==> config.mk <==
export PLATFORM = sky130hd
export DESIGN_NAME = random_dfs_maze_carver
export DESIGN_NICKNAME = d
export VERILOG_FILES = /design/src/rtl/core/rdmc_pkg.sv /design/src/rtl/core/rdmc_ram.sv /design/src/rtl/core/random_dfs_maze_carver.sv
export SDC_FILE = /design/constraint.sdc
export NUM_CORES = 1
export LEC_CHECK = 0
export ABC_AREA = 1
export BUFFER_PORTS_ARGS = -buffer_cell sky130_fd_sc_hd__buf_2
export CAP_MARGIN = 20
export CORE_AREA = 2 2 191 193
export CTS_BUF_LIST = sky130_fd_sc_hd__clkbuf_8
export CTS_CLUSTER_DIAMETER = 60
export DETAILED_ROUTE_END_ITERATION = 6
export DIE_AREA = 0 0 193 195
export PLACE_DENSITY = 0.92
export SYNTH_ARGS = -nofsm -noshare
export SYNTH_HDL_FRONTEND = slang
export SYNTH_HIERARCHICAL = 1
export SYNTH_SLANG_ARGS = --single-unit
export TNS_END_PERCENT = 1
==> constraint.sdc <==
create_clock -name clock -period 22.4 [get_ports clock]
set_clock_uncertainty 0.1 [all_clocks]
set_input_delay 1.12 -clock clock [delete_from_list [all_inputs] [get_ports clock]]
set_output_delay 1.12 -clock clock [all_outputs]
set_load 0.02 [all_outputs]
==> src/rtl/core/rdmc_pkg.sv <==
// Shared constants, control-word types, microprogram table and helpers for the maze carver.
`default_nettype none

package rdmc_pkg;

   localparam int MAZE_COLS   = 6;
   localparam int MAZE_ROWS   = 5;
   localparam int GRID_H      = 2 * MAZE_ROWS + 1;
   localparam int GRID_W      = 2 * MAZE_COLS + 1;
   localparam int STACK_DEPTH = MAZE_ROWS * MAZE_COLS;

   localparam int ROW_W   = $clog2(GRID_H);
   localparam int COL_W   = $clog2(GRID_W);
   localparam int ENTRY_W = ROW_W + COL_W;
   localparam int STK_AW  = $clog2(STACK_DEPTH);
   localparam int CNT_W   = $clog2(STACK_DEPTH + 1);

   localparam int POS_W      = 4;
   localparam int BITS_W     = 13;
   localparam int RND_W      = 15;
   localparam int IDX_W      = 4;
   localparam int REQ_DATA_W = 24;
   localparam int REQ_USER_W = 2;
   localparam int RSP_DATA_W = 24;

   localparam logic [GRID_W-1:0] ALL_WALLS = {GRID_W{1'b1}};

   typedef enum logic [1:0] {
      ACT_START = 2'd0,
      ACT_STEP  = 2'd1,
      ACT_READ  = 2'd2
   } action_type;

   typedef enum logic [1:0] {
      DIR_SOUTH = 2'd0,
      DIR_NORTH = 2'd1,
      DIR_WEST  = 2'd2,
      DIR_EAST  = 2'd3
   } dir_type;

   typedef logic [3:0] upc_type;

   localparam upc_type UP_IDLE    = 4'd0;
   localparam upc_type UP_START   = 4'd1;
   localparam upc_type UP_READ    = 4'd2;
   localparam upc_type UP_READ_LT = 4'd3;
   localparam upc_type UP_CHECK   = 4'd4;
   localparam upc_type UP_SCAN0   = 4'd5;
   localparam upc_type UP_SCAN1   = 4'd6;
   localparam upc_type UP_SCAN2   = 4'd7;
   localparam upc_type UP_SCAN3   = 4'd8;
   localparam upc_type UP_EVAL    = 4'd9;
   localparam upc_type UP_POP     = 4'd10;
   localparam upc_type UP_CARVE0  = 4'd11;
   localparam upc_type UP_CARVE1  = 4'd12;
   localparam upc_type UP_CARVE2  = 4'd13;
   localparam upc_type UP_RESP    = 4'd14;

   typedef enum logic [2:0] {
      GR_NONE, GR_SOUTH, GR_NORTH, GR_CUR, GR_WALL, GR_INDEX
   } grid_rd_type;

   typedef enum logic [2:0] {
      LT_NONE, LT_SOUTH, LT_NORTH, LT_CUR, LT_BITS
   } latch_type;

   typedef enum logic [1:0] {
      GW_NONE, GW_START, GW_WALL, GW_TARGET
   } grid_wr_type;

   typedef enum logic [1:0] {
      SK_NONE, SK_PUSH, SK_READ, SK_POP
   } stack_op_type;

   typedef enum logic [2:0] {
      JC_NEXT, JC_ALWAYS, JC_DISPATCH, JC_DONE, JC_MOVES, JC_POP, JC_RESP
   } jump_type;

   typedef struct packed {
      grid_rd_type  grid_rd;
      latch_type    latch;
      grid_wr_type  grid_wr;
      stack_op_type stack_op;
      logic         set_dir;
      jump_type     jump;
      upc_type      target;
   } ucode_type;

   function automatic ucode_type ucode_rom(input upc_type pc);
      ucode_type uw;
      uw = '{grid_rd: GR_NONE, latch: LT_NONE, grid_wr: GW_NONE, stack_op: SK_NONE,
             set_dir: 1'b0, jump: JC_ALWAYS, target: UP_IDLE};
      case (pc)
         UP_IDLE: begin
            uw.jump = JC_DISPATCH;
         end
         UP_START: begin
            uw.grid_wr  = GW_START;
            uw.stack_op = SK_PUSH;
            uw.target   = UP_RESP;
         end
         UP_READ: begin
            uw.grid_rd = GR_INDEX;
            uw.jump    = JC_NEXT;
         end
         UP_READ_LT: begin
            uw.latch  = LT_BITS;
            uw.target = UP_RESP;
         end
         UP_CHECK: begin
            uw.jump   = JC_DONE;
            uw.target = UP_RESP;
         end
         UP_SCAN0: begin
            uw.grid_rd = GR_SOUTH;
            uw.jump    = JC_NEXT;
         end
         UP_SCAN1: begin
            uw.latch   = LT_SOUTH;
            uw.grid_rd = GR_NORTH;
            uw.jump    = JC_NEXT;
         end
         UP_SCAN2: begin
            uw.latch   = LT_NORTH;
            uw.grid_rd = GR_CUR;
            uw.jump    = JC_NEXT;
         end
         UP_SCAN3: begin
            uw.latch = LT_CUR;
            uw.jump  = JC_NEXT;
         end
         UP_EVAL: begin
            uw.stack_op = SK_READ;
            uw.jump     = JC_MOVES;
            uw.target   = UP_CARVE0;
         end
         UP_POP: begin
            uw.stack_op = SK_POP;
            uw.jump     = JC_POP;
            uw.target   = UP_SCAN0;
         end
         UP_CARVE0: begin
            uw.set_dir = 1'b1;
            uw.grid_rd = GR_WALL;
            uw.jump    = JC_NEXT;
         end
         UP_CARVE1: begin
            uw.grid_wr = GW_WALL;
            uw.jump    = JC_NEXT;
         end
         UP_CARVE2: begin
            uw.grid_wr  = GW_TARGET;
            uw.stack_op = SK_PUSH;
            uw.jump     = JC_NEXT;
         end
         UP_RESP: begin
            uw.jump   = JC_RESP;
            uw.target = UP_IDLE;
         end
         default: begin
            uw.target = UP_IDLE;
         end
      endcase
      return uw;
   endfunction

   // base-4 digit sum, since 4 is 1 mod 3
   function automatic logic [1:0] mod3_rnd(input logic [RND_W-1:0] v);
      logic [4:0] s;
      logic [2:0] t;
      logic [1:0] r;
      s = 5'(v[RND_W-1]);
      for (int i = 0; i < 7; i++) begin
         s = s + 5'(v[2*i +: 2]);
      end
      t = 3'(s[1:0]) + 3'(s[3:2]) + 3'(s[4]);
      case (t)
         3'd0, 3'd3, 3'd6: r = 2'd0;
         3'd1, 3'd4, 3'd7: r = 2'd1;
         3'd2, 3'd5:       r = 2'd2;
         default:          r = 2'd0;
      endcase
      return r;
   endfunction

endpackage

`default_nettype wire

==> src/rtl/core/rdmc_ram.sv <==
// Generic single-write, single-read RAM with registered read data.
`default_nettype none

module rdmc_ram #(
   parameter int WIDTH = 8,
   parameter int DEPTH = 16
) (
   input  wire logic                     clock,
   input  wire logic                     wr_en,
   input  wire logic [$clog2(DEPTH)-1:0] wr_addr,
   input  wire logic [WIDTH-1:0]         wr_data,
   input  wire logic                     rd_en,
   input  wire logic [$clog2(DEPTH)-1:0] rd_addr,
   output logic      [WIDTH-1:0]         rd_data
);

   logic [WIDTH-1:0] mem_ff [DEPTH];
   logic [WIDTH-1:0] rd_data_ff;

   always_ff @(posedge clock) begin
      if (wr_en) begin
         mem_ff[wr_addr] <= wr_data;
      end
      if (rd_en) begin
         rd_data_ff <= mem_ff[rd_addr];
      end
   end

   assign rd_data = rd_data_ff;

endmodule

`default_nettype wire

==> src/rtl/core/random_dfs_maze_carver.sv <==
// Top level of the randomized depth-first maze carver: microcoded sequencer and datapath.
//
// Usage:
//   req channel: tuser carries the action (start, step, read row); tdata carries
//   random_value and row_index. rsp channel returns exactly one transfer per
//   request: current cell, direction taken, finished flag and row wall bits.
//   A request is taken only while the sequencer sits in its idle step.
// Sequencing: each request ends in the response step, which loads the output register.
//   A step on a finished maze goes straight to the response step. A step scans
//   the neighbours of the current cell, and again after every backtracked cell, with
//   a four-step scan that reads three grid rows through the single RAM read port.
// Throughput: one request at a time; a new request is taken the cycle after
//   the result is loaded into the output register.
// Stall: a result waiting on rsp_tready stays in the output register; the next
//   request is still accepted and its result is held until the register frees.
// Reset: grid reads as all walls (per-row valid bits), stack empty, current
//   cell (1,1), maze marked finished.
`default_nettype none

module random_dfs_maze_carver (
   input  wire logic                             clock,
   input  wire logic                             reset,
   input  wire logic                             req_tvalid,
   output logic                                  req_tready,
   // [14:0] random_value, [18:15] row_index, [23:19] zero
   input  wire logic [rdmc_pkg::REQ_DATA_W-1:0]  req_tdata,
   // [1:0] action
   input  wire logic [rdmc_pkg::REQ_USER_W-1:0]  req_tuser,
   output logic                                  rsp_tvalid,
   input  wire logic                             rsp_tready,
   // [3:0] cell_row, [7:4] cell_col, [9:8] direction, [10] finished, [23:11] row_bits
   output logic      [rdmc_pkg::RSP_DATA_W-1:0]  rsp_tdata
);

   import rdmc_pkg::*;

   upc_type                upc_ff, upc_in;
   logic                   rsp_valid_ff, rsp_valid_in;
   logic [RSP_DATA_W-1:0]  rsp_data_ff, rsp_data_in;
   logic                   done_ff, done_in;
   logic [CNT_W-1:0]       count_ff, count_in;
   logic [ROW_W-1:0]       cur_row_ff, cur_row_in;
   logic [COL_W-1:0]       cur_col_ff, cur_col_in;
   logic [GRID_H-1:0]      valid_ff, valid_in;
   logic                   rd_valid_ff, rd_valid_in;
   logic [1:0]             dir_ff, dir_in;
   logic [BITS_W-1:0]      bits_ff, bits_in;
   logic [RND_W-1:0]       rnd_ff, rnd_in;
   logic [IDX_W-1:0]       idx_ff, idx_in;
   logic [GRID_W-1:0]      row_s_ff, row_s_in;
   logic [GRID_W-1:0]      row_n_ff, row_n_in;
   logic [GRID_W-1:0]      row_c_ff, row_c_in;

   ucode_type              uw;
   logic                   req_accept;
   logic                   rsp_load;

   logic [ROW_W:0]         r_ext, r_p2, r_m2;
   logic [COL_W:0]         c_ext, c_p2, c_m2;
   logic                   s_ok, n_ok, w_ok, e_ok, idx_ok;
   logic [3:0]             cand_mask;
   logic [2:0]             cand_n;
   logic [1:0]             cand_k;
   logic [1:0]             pick_dir;
   logic [1:0]             wall_dir;
   logic [ROW_W-1:0]       wall_row;
   logic [GRID_W-1:0]      one_c;
   logic [CNT_W-1:0]       cnt_m1;
   logic                   cnt_room;

   logic                   gr_en;
   logic [ROW_W-1:0]       gr_addr;
   logic [GRID_W-1:0]      gr_q, rd_eff;
   logic                   gw_en;
   logic [ROW_W-1:0]       gw_addr;
   logic [GRID_W-1:0]      gw_data;

   logic                   st_wr_en;
   logic [STK_AW-1:0]      st_wr_addr;
   logic [ENTRY_W-1:0]     st_wr_data;
   logic                   st_rd_en;
   logic [ENTRY_W-1:0]     st_q;
   logic [ROW_W-1:0]       new_row;
   logic [COL_W-1:0]       new_col;

   assign uw         = ucode_rom(upc_ff);
   assign req_tready = (upc_ff == UP_IDLE);
   assign req_accept = req_tvalid && req_tready;
   assign rsp_tvalid = rsp_valid_ff;
   assign rsp_tdata  = rsp_data_ff;

   // neighbor geometry
   assign r_ext  = {1'b0, cur_row_ff};
   assign c_ext  = {1'b0, cur_col_ff};
   assign r_p2   = r_ext + (ROW_W+1)'(2);
   assign r_m2   = r_ext - (ROW_W+1)'(2);
   assign c_p2   = c_ext + (COL_W+1)'(2);
   assign c_m2   = c_ext - (COL_W+1)'(2);
   assign s_ok   = r_p2 < (ROW_W+1)'(GRID_H - 1);
   assign n_ok   = r_ext >= (ROW_W+1)'(3);
   assign w_ok   = c_ext >= (COL_W+1)'(3);
   assign e_ok   = c_p2 < (COL_W+1)'(GRID_W - 1);
   assign idx_ok = idx_ff < IDX_W'(GRID_H);
   assign one_c  = GRID_W'(1) << cur_col_ff;
   assign cnt_m1 = count_ff - CNT_W'(1);
   assign cnt_room = count_ff < CNT_W'(STACK_DEPTH);

   assign rd_eff = rd_valid_ff ? gr_q : ALL_WALLS;

   always_comb begin
      cand_mask[DIR_SOUTH] = s_ok && row_s_ff[cur_col_ff];
      cand_mask[DIR_NORTH] = n_ok && row_n_ff[cur_col_ff];
      cand_mask[DIR_WEST]  = w_ok && row_c_ff[c_m2[COL_W-1:0]];
      cand_mask[DIR_EAST]  = e_ok && row_c_ff[c_p2[COL_W-1:0]];
   end

   always_comb begin
      logic [1:0] seen;
      logic       found;
      cand_n = 3'($countones(cand_mask));
      case (cand_n)
         3'd1:    cand_k = 2'd0;
         3'd2:    cand_k = {1'b0, rnd_ff[0]};
         3'd3:    cand_k = mod3_rnd(rnd_ff);
         default: cand_k = rnd_ff[1:0];
      endcase
      seen     = 2'd0;
      found    = 1'b0;
      pick_dir = DIR_SOUTH;
      for (int j = 0; j < 4; j++) begin
         if (cand_mask[j]) begin
            if (!found && seen == cand_k) begin
               pick_dir = 2'(j);
               found    = 1'b1;
            end
            seen = seen + 2'd1;
         end
      end
   end

   always_comb begin
      wall_dir = (uw.grid_wr == GW_WALL) ? dir_ff : pick_dir;
      case (wall_dir)
         DIR_SOUTH: wall_row = ROW_W'(r_ext + (ROW_W+1)'(1));
         DIR_NORTH: wall_row = ROW_W'(r_ext - (ROW_W+1)'(1));
         default:   wall_row = cur_row_ff;
      endcase
   end

   always_comb begin
      case (dir_ff)
         DIR_SOUTH: begin
            new_row = r_p2[ROW_W-1:0];
            new_col = cur_col_ff;
         end
         DIR_NORTH: begin
            new_row = r_m2[ROW_W-1:0];
            new_col = cur_col_ff;
         end
         DIR_WEST: begin
            new_row = cur_row_ff;
            new_col = c_m2[COL_W-1:0];
         end
         default: begin
            new_row = cur_row_ff;
            new_col = c_p2[COL_W-1:0];
         end
      endcase
   end

   // grid read port
   always_comb begin
      gr_en = (uw.grid_rd != GR_NONE);
      case (uw.grid_rd)
         GR_SOUTH: gr_addr = s_ok ? r_p2[ROW_W-1:0] : '0;
         GR_NORTH: gr_addr = n_ok ? r_m2[ROW_W-1:0] : '0;
         GR_CUR:   gr_addr = cur_row_ff;
         GR_WALL:  gr_addr = wall_row;
         GR_INDEX: gr_addr = idx_ok ? ROW_W'(idx_ff) : '0;
         default:  gr_addr = '0;
      endcase
   end

   // grid write port
   always_comb begin
      gw_en   = 1'b0;
      gw_addr = '0;
      gw_data = ALL_WALLS;
      case (uw.grid_wr)
         GW_START: begin
            gw_en   = 1'b1;
            gw_addr = ROW_W'(1);
            gw_data = ALL_WALLS & ~GRID_W'(2);
         end
         GW_WALL: begin
            gw_en   = 1'b1;
            gw_addr = wall_row;
            case (dir_ff)
               DIR_WEST: gw_data = rd_eff & ~(GRID_W'(3) << c_m2[COL_W-1:0]);
               DIR_EAST: gw_data = rd_eff & ~(GRID_W'(3) << COL_W'(c_ext + (COL_W+1)'(1)));
               default:  gw_data = rd_eff & ~one_c;
            endcase
         end
         GW_TARGET: begin
            gw_en   = (dir_ff == DIR_SOUTH) || (dir_ff == DIR_NORTH);
            gw_addr = new_row;
            gw_data = ((dir_ff == DIR_SOUTH) ? row_s_ff : row_n_ff) & ~one_c;
         end
         default: begin
            gw_en = 1'b0;
         end
      endcase
   end

   // stack ports
   always_comb begin
      st_rd_en   = (uw.stack_op == SK_READ);
      st_wr_en   = 1'b0;
      st_wr_addr = count_ff[STK_AW-1:0];
      st_wr_data = {new_row, new_col};
      if (uw.stack_op == SK_PUSH) begin
         if (uw.grid_wr == GW_START) begin
            st_wr_en   = 1'b1;
            st_wr_addr = '0;
            st_wr_data = {ROW_W'(1), COL_W'(1)};
         end else begin
            st_wr_en = cnt_room;
         end
      end
   end

   // sequencer and datapath next state
   always_comb begin
      upc_in       = upc_ff;
      rsp_load     = 1'b0;
      done_in      = done_ff;
      count_in     = count_ff;
      cur_row_in   = cur_row_ff;
      cur_col_in   = cur_col_ff;
      valid_in     = valid_ff;
      rd_valid_in  = rd_valid_ff;
      dir_in       = dir_ff;
      bits_in      = bits_ff;
      rnd_in       = rnd_ff;
      idx_in       = idx_ff;
      row_s_in     = row_s_ff;
      row_n_in     = row_n_ff;
      row_c_in     = row_c_ff;

      if (req_accept) begin
         rnd_in  = req_tdata[RND_W-1:0];
         idx_in  = req_tdata[RND_W +: IDX_W];
         dir_in  = DIR_SOUTH;
         bits_in = '0;
      end

      if (gr_en) begin
         rd_valid_in = valid_ff[gr_addr];
      end

      case (uw.latch)
         LT_SOUTH: row_s_in = rd_eff;
         LT_NORTH: row_n_in = rd_eff;
         LT_CUR:   row_c_in = rd_eff;
         LT_BITS:  bits_in  = idx_ok ? BITS_W'(rd_eff) : '0;
         default:  ;
      endcase

      if (uw.set_dir) begin
         dir_in = pick_dir;
      end

      if (uw.grid_wr == GW_START) begin
         valid_in   = '0;
         done_in    = 1'b0;
         count_in   = CNT_W'(1);
         cur_row_in = ROW_W'(1);
         cur_col_in = COL_W'(1);
      end
      if (gw_en) begin
         valid_in[gw_addr] = 1'b1;
      end

      if (uw.stack_op == SK_PUSH && uw.grid_wr != GW_START) begin
         cur_row_in = new_row;
         cur_col_in = new_col;
         if (cnt_room) begin
            count_in = count_ff + CNT_W'(1);
         end
      end

      if (uw.stack_op == SK_POP) begin
         cur_row_in = st_q[ENTRY_W-1 -: ROW_W];
         cur_col_in = st_q[COL_W-1:0];
         count_in   = cnt_m1;
         if (cnt_m1 == '0) begin
            done_in = 1'b1;
         end
      end

      case (uw.jump)
         JC_NEXT:   upc_in = upc_type'(upc_ff + 4'd1);
         JC_ALWAYS: upc_in = uw.target;
         JC_DISPATCH: begin
            if (req_accept) begin
               case (req_tuser)
                  ACT_START: upc_in = UP_START;
                  ACT_STEP:  upc_in = UP_CHECK;
                  ACT_READ:  upc_in = UP_READ;
                  default:   upc_in = UP_RESP;
               endcase
            end
         end
         JC_DONE: upc_in = done_ff ? uw.target : upc_type'(upc_ff + 4'd1);
         JC_MOVES: begin
            if (cand_mask != 4'd0) begin
               upc_in = uw.target;
            end else if (count_ff == '0) begin
               done_in = 1'b1;
               upc_in  = UP_RESP;
            end else begin
               upc_in = upc_type'(upc_ff + 4'd1);
            end
         end
         JC_POP: upc_in = (cnt_m1 == '0) ? UP_RESP : uw.target;
         JC_RESP: begin
            if (!rsp_valid_ff || rsp_tready) begin
               rsp_load = 1'b1;
               upc_in   = uw.target;
            end
         end
         default: upc_in = UP_IDLE;
      endcase

      rsp_valid_in = rsp_load ? 1'b1 : (rsp_tready ? 1'b0 : rsp_valid_ff);
      rsp_data_in  = rsp_load ? {bits_ff, done_ff, dir_ff, POS_W'(cur_col_ff),
                                 POS_W'(cur_row_ff)}
                              : rsp_data_ff;
   end

   always_ff @(posedge clock) begin
      if (reset) begin
         upc_ff       <= UP_IDLE;
         rsp_valid_ff <= 1'b0;
         done_ff      <= 1'b1;
         count_ff     <= '0;
         cur_row_ff   <= ROW_W'(1);
         cur_col_ff   <= COL_W'(1);
         valid_ff     <= '0;
      end else begin
         upc_ff       <= upc_in;
         rsp_valid_ff <= rsp_valid_in;
         done_ff      <= done_in;
         count_ff     <= count_in;
         cur_row_ff   <= cur_row_in;
         cur_col_ff   <= cur_col_in;
         valid_ff     <= valid_in;
      end
   end

   always_ff @(posedge clock) begin
      rsp_data_ff <= rsp_data_in;
      rd_valid_ff <= rd_valid_in;
      dir_ff      <= dir_in;
      bits_ff     <= bits_in;
      rnd_ff      <= rnd_in;
      idx_ff      <= idx_in;
      row_s_ff    <= row_s_in;
      row_n_ff    <= row_n_in;
      row_c_ff    <= row_c_in;
   end

   rdmc_ram #(
      .WIDTH (GRID_W),
      .DEPTH (GRID_H)
   ) u_grid_ram (
      .clock   (clock),
      .wr_en   (gw_en),
      .wr_addr (gw_addr),
      .wr_data (gw_data),
      .rd_en   (gr_en),
      .rd_addr (gr_addr),
      .rd_data (gr_q)
   );

   rdmc_ram #(
      .WIDTH (ENTRY_W),
      .DEPTH (STACK_DEPTH)
   ) u_stack_ram (
      .clock   (clock),
      .wr_en   (st_wr_en),
      .wr_addr (st_wr_addr),
      .wr_data (st_wr_data),
      .rd_en   (st_rd_en),
      .rd_addr (cnt_m1[STK_AW-1:0]),
      .rd_data (st_q)
   );

   a_count_bound: assert property (@(posedge clock) disable iff (reset)
      count_ff <= CNT_W'(STACK_DEPTH))
      else $error("stack count above depth");

   a_active_has_stack: assert property (@(posedge clock) disable iff (reset)
      !done_ff |-> count_ff != '0)
      else $error("maze active with empty stack");

   a_cell_odd: assert property (@(posedge clock) disable iff (reset)
      cur_row_ff[0] && cur_col_ff[0])
      else $error("current cell not on odd coordinates");

   a_carve_has_move: assert property (@(posedge clock) disable iff (reset)
      upc_ff == UP_CARVE0 |-> cand_mask != 4'd0)
      else $error("carve entered without a legal move");

   a_load_only_in_resp: assert property (@(posedge clock) disable iff (reset)
      rsp_load |-> upc_ff == UP_RESP)
      else $error("result loaded outside response step");

endmodule

`default_nettype wire

=== Yosys cells after proc, flatten, opt, wreduce, memory -nomap -nowiden ===
Memories as Yosys holds them, arrays and structs flattened. A register that Yosys moved wholly into a read port is not among the register bits.
Cells that the tools add are included.

* Magnitude comparators: 12
* Reduce and logical (&&, ||, !) cells: 36
* Equality and inequality tests: 50
* $add $sub $neg: 24
* Bitwise gates (word level): 8
* Muxes and demuxes: 93
* Shifts and indexed selects: 3

{| class="wikitable"
|+ Operators with widths
! kind !! count
|-
| 13-bit two-way mux || 5
|-
| 4-bit two-way mux || 14
|-
| 13-bit AND || 4
|-
| 13-bit inverter || 3
|-
| 13-bit one-hot mux with 3 select lines || 1
|-
| 4-bit one-hot mux with 3 select lines || 3
|-
| 1-bit two-way mux || 32
|-
| 5-bit two-way mux || 6
|-
| 4-bit equality test (second input constant) || 7
|-
| 4-bit one-hot mux with 7 select lines || 1
|-
| 13-bit one-hot mux with 2 select lines || 1
|-
| 2-bit by 4-bit << shifter with 13-bit output (first input constant) || 2
|-
| 4-bit by 5-bit < comparator with 1-bit output (second input constant) || 5
|-
| 3-bit by 2-bit equality test with 1-bit output (second input constant) || 8
|-
| 4-bit one-hot mux with 2 select lines || 3
|-
| 11-bit two-way mux || 2
|-
| 5-bit by 2-bit adder with 5-bit output || 4
|-
| 1-bit binary-select mux with 4-bit select || 5
|-
| 4-bit one-hot mux with 5 select lines || 1
|-
| 3-bit equality test (second input constant) || 6
|-
| 2-bit two-way mux || 9
|-
| 2-bit one-hot mux with 3 select lines || 3
|-
| 3-bit one-hot mux with 6 select lines || 1
|-
| 4-bit by 3-bit equality test with 1-bit output (second input constant) || 4
|-
| other kinds (47) || 96
|}

* Register bits: 128
* Bits in writable memories: 383
* Output and inout bits: 26
* ROM bits: 16
* Memories kept: 3
* Bits of input ports: 30
* Logic and storage cells: 245

{| class="wikitable"
|+ Memories
! name !! depth !! bits a word !! read ports !! clocked after memory_dff !! write ports !! RTL line !! text
|-
| u_stack_ram.mem_ff || 30 || 8 || 1 || 1 || 1 || rdmc_ram.sv:17 || <nowiki>logic [WIDTH-1:0] mem_ff [DEPTH];</nowiki>
|-
| u_grid_ram.mem_ff || 11 || 13 || 1 || 1 || 1 || rdmc_ram.sv:17 ||
|-
| (no name shown) || 8 || 2 || 1 || 0 || 0 || rdmc_pkg.sv:177 || <nowiki>case (t)</nowiki>
|}

=== Depth between registers and ports, before layout ===
An unclocked memory read counts as a cell.

* Word-level depth: 36
* Gate-level depth with buffers: 48
* Depth with buffers taken out: 48

=== Cells and area by module ===
Netlist, hierarchy kept.

{| class="wikitable"
|+ Modules (own cells, without submodules)
! module !! cells an instance !! seq. area each (um^2) !! times used !! area an instance (um^2)
|-
| rdmc_ram at u_stack_ram || 869 || 7447.1 || 1 || 10118.5
|-
| random_dfs_maze_carver || 976 || 3543.4 || 1 || 8101.5
|-
| rdmc_ram at u_grid_ram || 559 || 4684.5 || 1 || 6429.9
|}

=== Least setup slack after synthesis ===
Ideal clock, no wire load.

* Path kind: reg-to-reg
* Start point: register rnd_ff[0]
* End point: memory u_grid_ram/mem_ff[4][0] (netlist bit), enable pin
* Arrival time: 6.889 ns
* Buffers on the path: 0
* Slack: 15.029 ns
* Setup time: 0.382 ns
* Data required time: 21.918 ns
* Period minus slack after synthesis: 7.371 ns
* Cell stages (with the launch flop): 43
* Cells stage by stage: edfxtp_1 > fa_1 > fa_1 > inv_1 > fa_1 > inv_1 > ha_1 > inv_1 > fa_1 > xnor2_1 > fa_1 > fa_1 > ha_1 > nand2_1 > o21ai_0 > nand2_1 > nand2_1 > inv_1 > [... 7 more ...] > nand2_1 > a21oi_1 > ha_1 > nand2_1 > nand2_1 > a31oi_1 > inv_1 > nand3_1 > nand3_1 > nand2_1 > nand2_1 > nand2_1 > nand2_2 > nand2_4 > inv_1 > inv_1 > nand3_1 > nor2_1

* Longest elaborated chain between the ends: 30
* Elaborated cells between the ends (all ways): 38
* Classes of those cells: add/sub (9); eq/ne (4); mux (16); reduce/logical (8); memory (1)

{| class="wikitable"
|+ RTL lines
! element !! RTL line !! text
|-
| start: declaration || random_dfs_maze_carver.sv:48 || <nowiki>logic [RND_W-1:0] rnd_ff, rnd_in;</nowiki>
|-
| start signal: assignment || random_dfs_maze_carver.sv:366 || <nowiki>rnd_ff <= rnd_in;</nowiki>
|-
| 1-bit by 2-bit adder with 3-bit output || rdmc_pkg.sv:174 || <nowiki>s = s + 5'(v[2*i +: 2]);</nowiki>
|-
| 3-bit by 2-bit adder with 4-bit output || rdmc_pkg.sv:174 ||
|-
| 4-bit by 2-bit adder with 5-bit output || rdmc_pkg.sv:174 ||
|-
| 5-bit by 2-bit adder with 5-bit output (4 in series) || rdmc_pkg.sv:174 ||
|-
| 2-bit by 2-bit adder with 3-bit output || rdmc_pkg.sv:176 || <nowiki>t = 3'(s[1:0]) + 3'(s[3:2]) + 3'(s[4]);</nowiki>
|-
| 3-bit by 1-bit adder with 3-bit output || rdmc_pkg.sv:176 ||
|-
| memory 8 x 2 bit || -- ||
|-
| 2-bit one-hot mux with 3 select lines * || random_dfs_maze_carver.sv:121 || <nowiki>case (cand_n)</nowiki>
|-
| [... 12 more ...] || -- ||
|-
| 1-bit logical AND || random_dfs_maze_carver.sv:132 || <nowiki>if (!found && seen == cand_k) begin</nowiki>
|-
| 2-bit two-way mux || random_dfs_maze_carver.sv:132 ||
|-
| 2-bit two-way mux * || random_dfs_maze_carver.sv:131 || <nowiki>if (cand_mask[j]) begin</nowiki>
|-
| 2-bit two-way mux * || random_dfs_maze_carver.sv:142 || <nowiki>wall_dir = (uw.grid_wr == GW_WALL) ? dir_ff : pick_dir;</nowiki>
|-
| 2-bit by 1-bit equality test with 1-bit output / 2-bit logical NOT (equally long branches) || random_dfs_maze_carver.sv:143 || <nowiki>case (wall_dir)</nowiki>
|-
| 4-bit one-hot mux with 2 select lines * || random_dfs_maze_carver.sv:143 ||
|-
| 4-bit one-hot mux with 3 select lines * || random_dfs_maze_carver.sv:189 || <nowiki>case (uw.grid_wr)</nowiki>
|-
| via gw_addr[3] || random_dfs_maze_carver.sv:75 || <nowiki>logic [ROW_W-1:0] gw_addr;</nowiki>
|-
| end: declaration || rdmc_ram.sv:17 ||
|}

The timed path passes the listed nets; every way through them passes the cells marked *.

=== Worst setup path in the final report ===
* Start point: register rnd_ff[0]
* End point: memory u_grid_ram/mem_ff[9][7] (netlist bit), enable pin

Same word-level chain as after synthesis.

==> metrics.yaml <==
die:
  initial_utilization_pct: 69.6
  die_x_um: 193
  rows: 69
  io_pins: 56
  die-area_um2: 37600
  die_h_um: 195
  coreArea_um2: 35400
clock_tree:
  post_cts_buffers: 0
  cts_tree: "built"
  clk_latency_ns: 0.65
  htreeDepth: 3
  cts-resized-gates: 0
  clock_path_buffers: 3
  numCtsBuffers: 82
  clkTransAtPathRegs_ns: 0.06
  cts_root_buf: "clkbuf_8"
  clock_sinks: 532
  postCtsHoldBufs: 0
pwr:
  ir_drop_v: 0.000230
  p_leak_nw: 10.7
  p_per_area_nw_per_um2: 140
final_layout:
  final_common_cell: "nand2_1"
  mostFrequentLayoutCells: "nand2_1 (687), edfxtp_1 (502), nand3_1 (371)"
  layout-drive-gt1-share_pct: 9.59
  final_nets: 2561
  areaGrowthSynthToFinish_pct: 9.21
  fin_util_pct: 76.1
  diodes: 0
  postLayoutCellArea_um2: 26900
synthesis:
  yosysSeqAreaShare_pct: 63.6
  synth_top_family_by_area: "simple AND/OR/NAND/NOR gates"
  synth_simple_gate_area_share_pct: 21.6
  ys_warn_count: 6
  syn-cell-area_um2: 24600
  synth_mux_area_share_pct: 0
  synth_seq_cells: 532
  synthArstFlopShare_pct: 0
  synthXorXnorAreaFrac_pct: 0.462
  synth_compound_area_share_pct: 4.62
  synth-edff-count: 502
  syn_avg_cell_area_um2: 10.3
  postSynthCellCount: 2404
  yosysUniqueCellTypes: 51
  syn_nets: 2487
  ys.flop_type: "edfxtp_1"
  synthAdderAreaFrac_pct: 3.12
sta:
  worstMarginPinSlew_ns: 1.14
  hold_viol: 0
  holdWs_ns: 0.319
  fin_setup_tns_ns: 0
  post-route-period-util_pct: 37.1
  setup_violations: 0
  slew_headroom_pct: 24.3
  fmax_mhz: 120
  finalMaxSlewViolations: 0
  finalWorstSetupSlack_ns: 14.09
  fin_crit_ns: 8.31
  rsz0062_at_grt: "no"
grt:
  grt_start_max_net_pins: 116
  track_usage_pct: 33.7
  grt_antenna_before_repair: 0
  grt_pass1_vias: 18400
  grt-ovfl-total: 0
  grt_pass1_wl_um: 96900
setup_path:
  critPathArrivalTime_ns: 8.55
  path_max_fanout: 9
  r2r_start: "rnd_ff[0]"
  critPathLaunch: "rnd_ff[0]"
  cp-end-kind: "register"
  crit_top_cell: "nand2_1"
  worstSetupStartpointType: "register"
  crit_required_ns: 22.65
  critPathMaxStageDelay_ns: 0.60
  worstSetupPathType: "reg2reg"
  cp_slowest_cell: "nor2_1"
min_path:
  hold_class: "reg2reg"
  hp-start: "bits_ff[8]"
placed_design:
  dp_slack_ns: 14.00
  hpwl_um: 39000
  gp_congestion: 0.974
  postPlaceCellArea_um2: 25100
  port_buffers: 50
routing:
  postRouteAntennaNets: 0
  drt_wl_total_um: 62900
  dr.pass1.iters: 7
  vias: 18900
  detail_route.vias_per_cell: 6.28
  detail_route.wl_per_cell_um: 20.9
  drc: 16
  drt-initial-drc-count: 2501
flow_run:
  max_cap_viol_count: 0
run_status:
  violations: "DRC"
  status: "finished, violations left"
## worst max-delay path, delay by kind of cell (launching register included)
family                   cells  cell delay [ns]
AO/OA/AOI/OAI                3             0.54
XOR/XNOR                     1             0.17
adder cells (fa/ha/maj)      9             3.57
buffers and inverters        8             0.71
flip-flops                   1             0.44
AND/OR/NAND/NOR             21             2.45
## per-stage QoR
step           power [mW]  instances
3_5_place_dp         2.91       2844
4_1_cts              3.71       2993
2_1_floorplan        2.50       2404
6_report             3.76       3004
3_3_place_gp         2.80       2843
5_1_grt              4.00       3004
## final timing paths
path                              to  slack, ns  cells after the start
max          u_grid_ram/mem_ff[9][7]      14.09                     42
min                    rsp_tdata[19]       0.32                      0
max reg2reg  u_grid_ram/mem_ff[9][7]      14.09                     42
min reg2reg            rsp_tdata[19]       0.32                      0
## state kept, by name, summed over array words and instances (netlist names)
register,flops
rnd_ff,15
rsp_tvalid,1
done_ff,1
cur_col_ff,4
u_stack_ram/mem_ff,240
row_c_ff,13
u_stack_ram/rd_data,8
cur_row_ff,4
count_ff,5
valid_ff,11
row_s_ff,13
upc_ff,4
u_grid_ram/rd_data,13
u_grid_ram/mem_ff,143
idx_ff,4
row_n_ff,13
rd_valid_ff,1
bits_ff,13
dir_ff,2
rsp_tdata,24
## cells in the mapped netlist, types with 3 or more instances
cell       instances  share of area (%)
dfxtp_1           30                2.4
edfxtp_1         502                 61
nand4_1           10               0.25
nor2_2             4               0.10
fa_1              14                1.1
nand3_2            6               0.24
inv_2              8               0.12
o221ai_1           5               0.18
nor3_1            13               0.26
buf_4             13               0.40
nor2_1           141                2.1
a21oi_1           54                1.1
buf_1              3              0.046
o22ai_1            8               0.20
inv_1            265                4.0
buf_2             43               0.87
o21ai_1            3              0.061
nand2_1          687                 10
buf_6             14               0.64
clkinv_1           3              0.046
a22oi_1            7               0.21
o211ai_1          26               0.79
xnor2_1            7               0.25
o21ai_0           32               0.65
nand2_2           13               0.33
a31oi_1           11               0.28
xor2_1             6               0.21
o2111ai_1         13               0.46
clkbuf_1          25               0.38
ha_1              39                2.0
a211oi_1           6               0.18
nand3_1          371                7.5
## report_power, final
group / switching (mW) / total (mW) / internal, mW / leakage [nW]
registers: 0.0370 / 1.31 / 1.27 / 4.83
logic: 1.14 / 1.66 / 0.520 / 4.99
clock network: 0.375 / 0.796 / 0.421 / 0.922
total: 1.55 / 3.76 / 2.21 / 10.7
## per-layer routing
metal / global-route usage, % / routed length [um] / vias up
met3: 5.23 / 6360 / 333
met2: 55.6 / 30800 / 1392
met4: 20.4 / 4020 / 0
li1: - / - / 8311
met5: 0 / 0 / -
met1: 42.2 / 21700 / 8815
## cell families after synthesis
| logic type | count (synthesis) |
|---|---|
| xor+xnor | 13 |
| buf+inv | 375 |
| fa+ha+maj | 53 |
| flops | 532 |
| simple gates | 1253 |
| compound gates | 178 |
## cell type report
class / count / area (um2)
Clock inverter: 54 / 299
Multi-Input combinational cell: 1497 / 7370
Fill cell: 2075 / 8480
Tap cell: 461 / 577
Timing Repair Buffer: 88 / 643
Clock buffer: 95 / 1310
Inverter: 277 / 1040
Sequential cell: 532 / 15700
No activity file was read; power rests on OpenSTA's default activity.
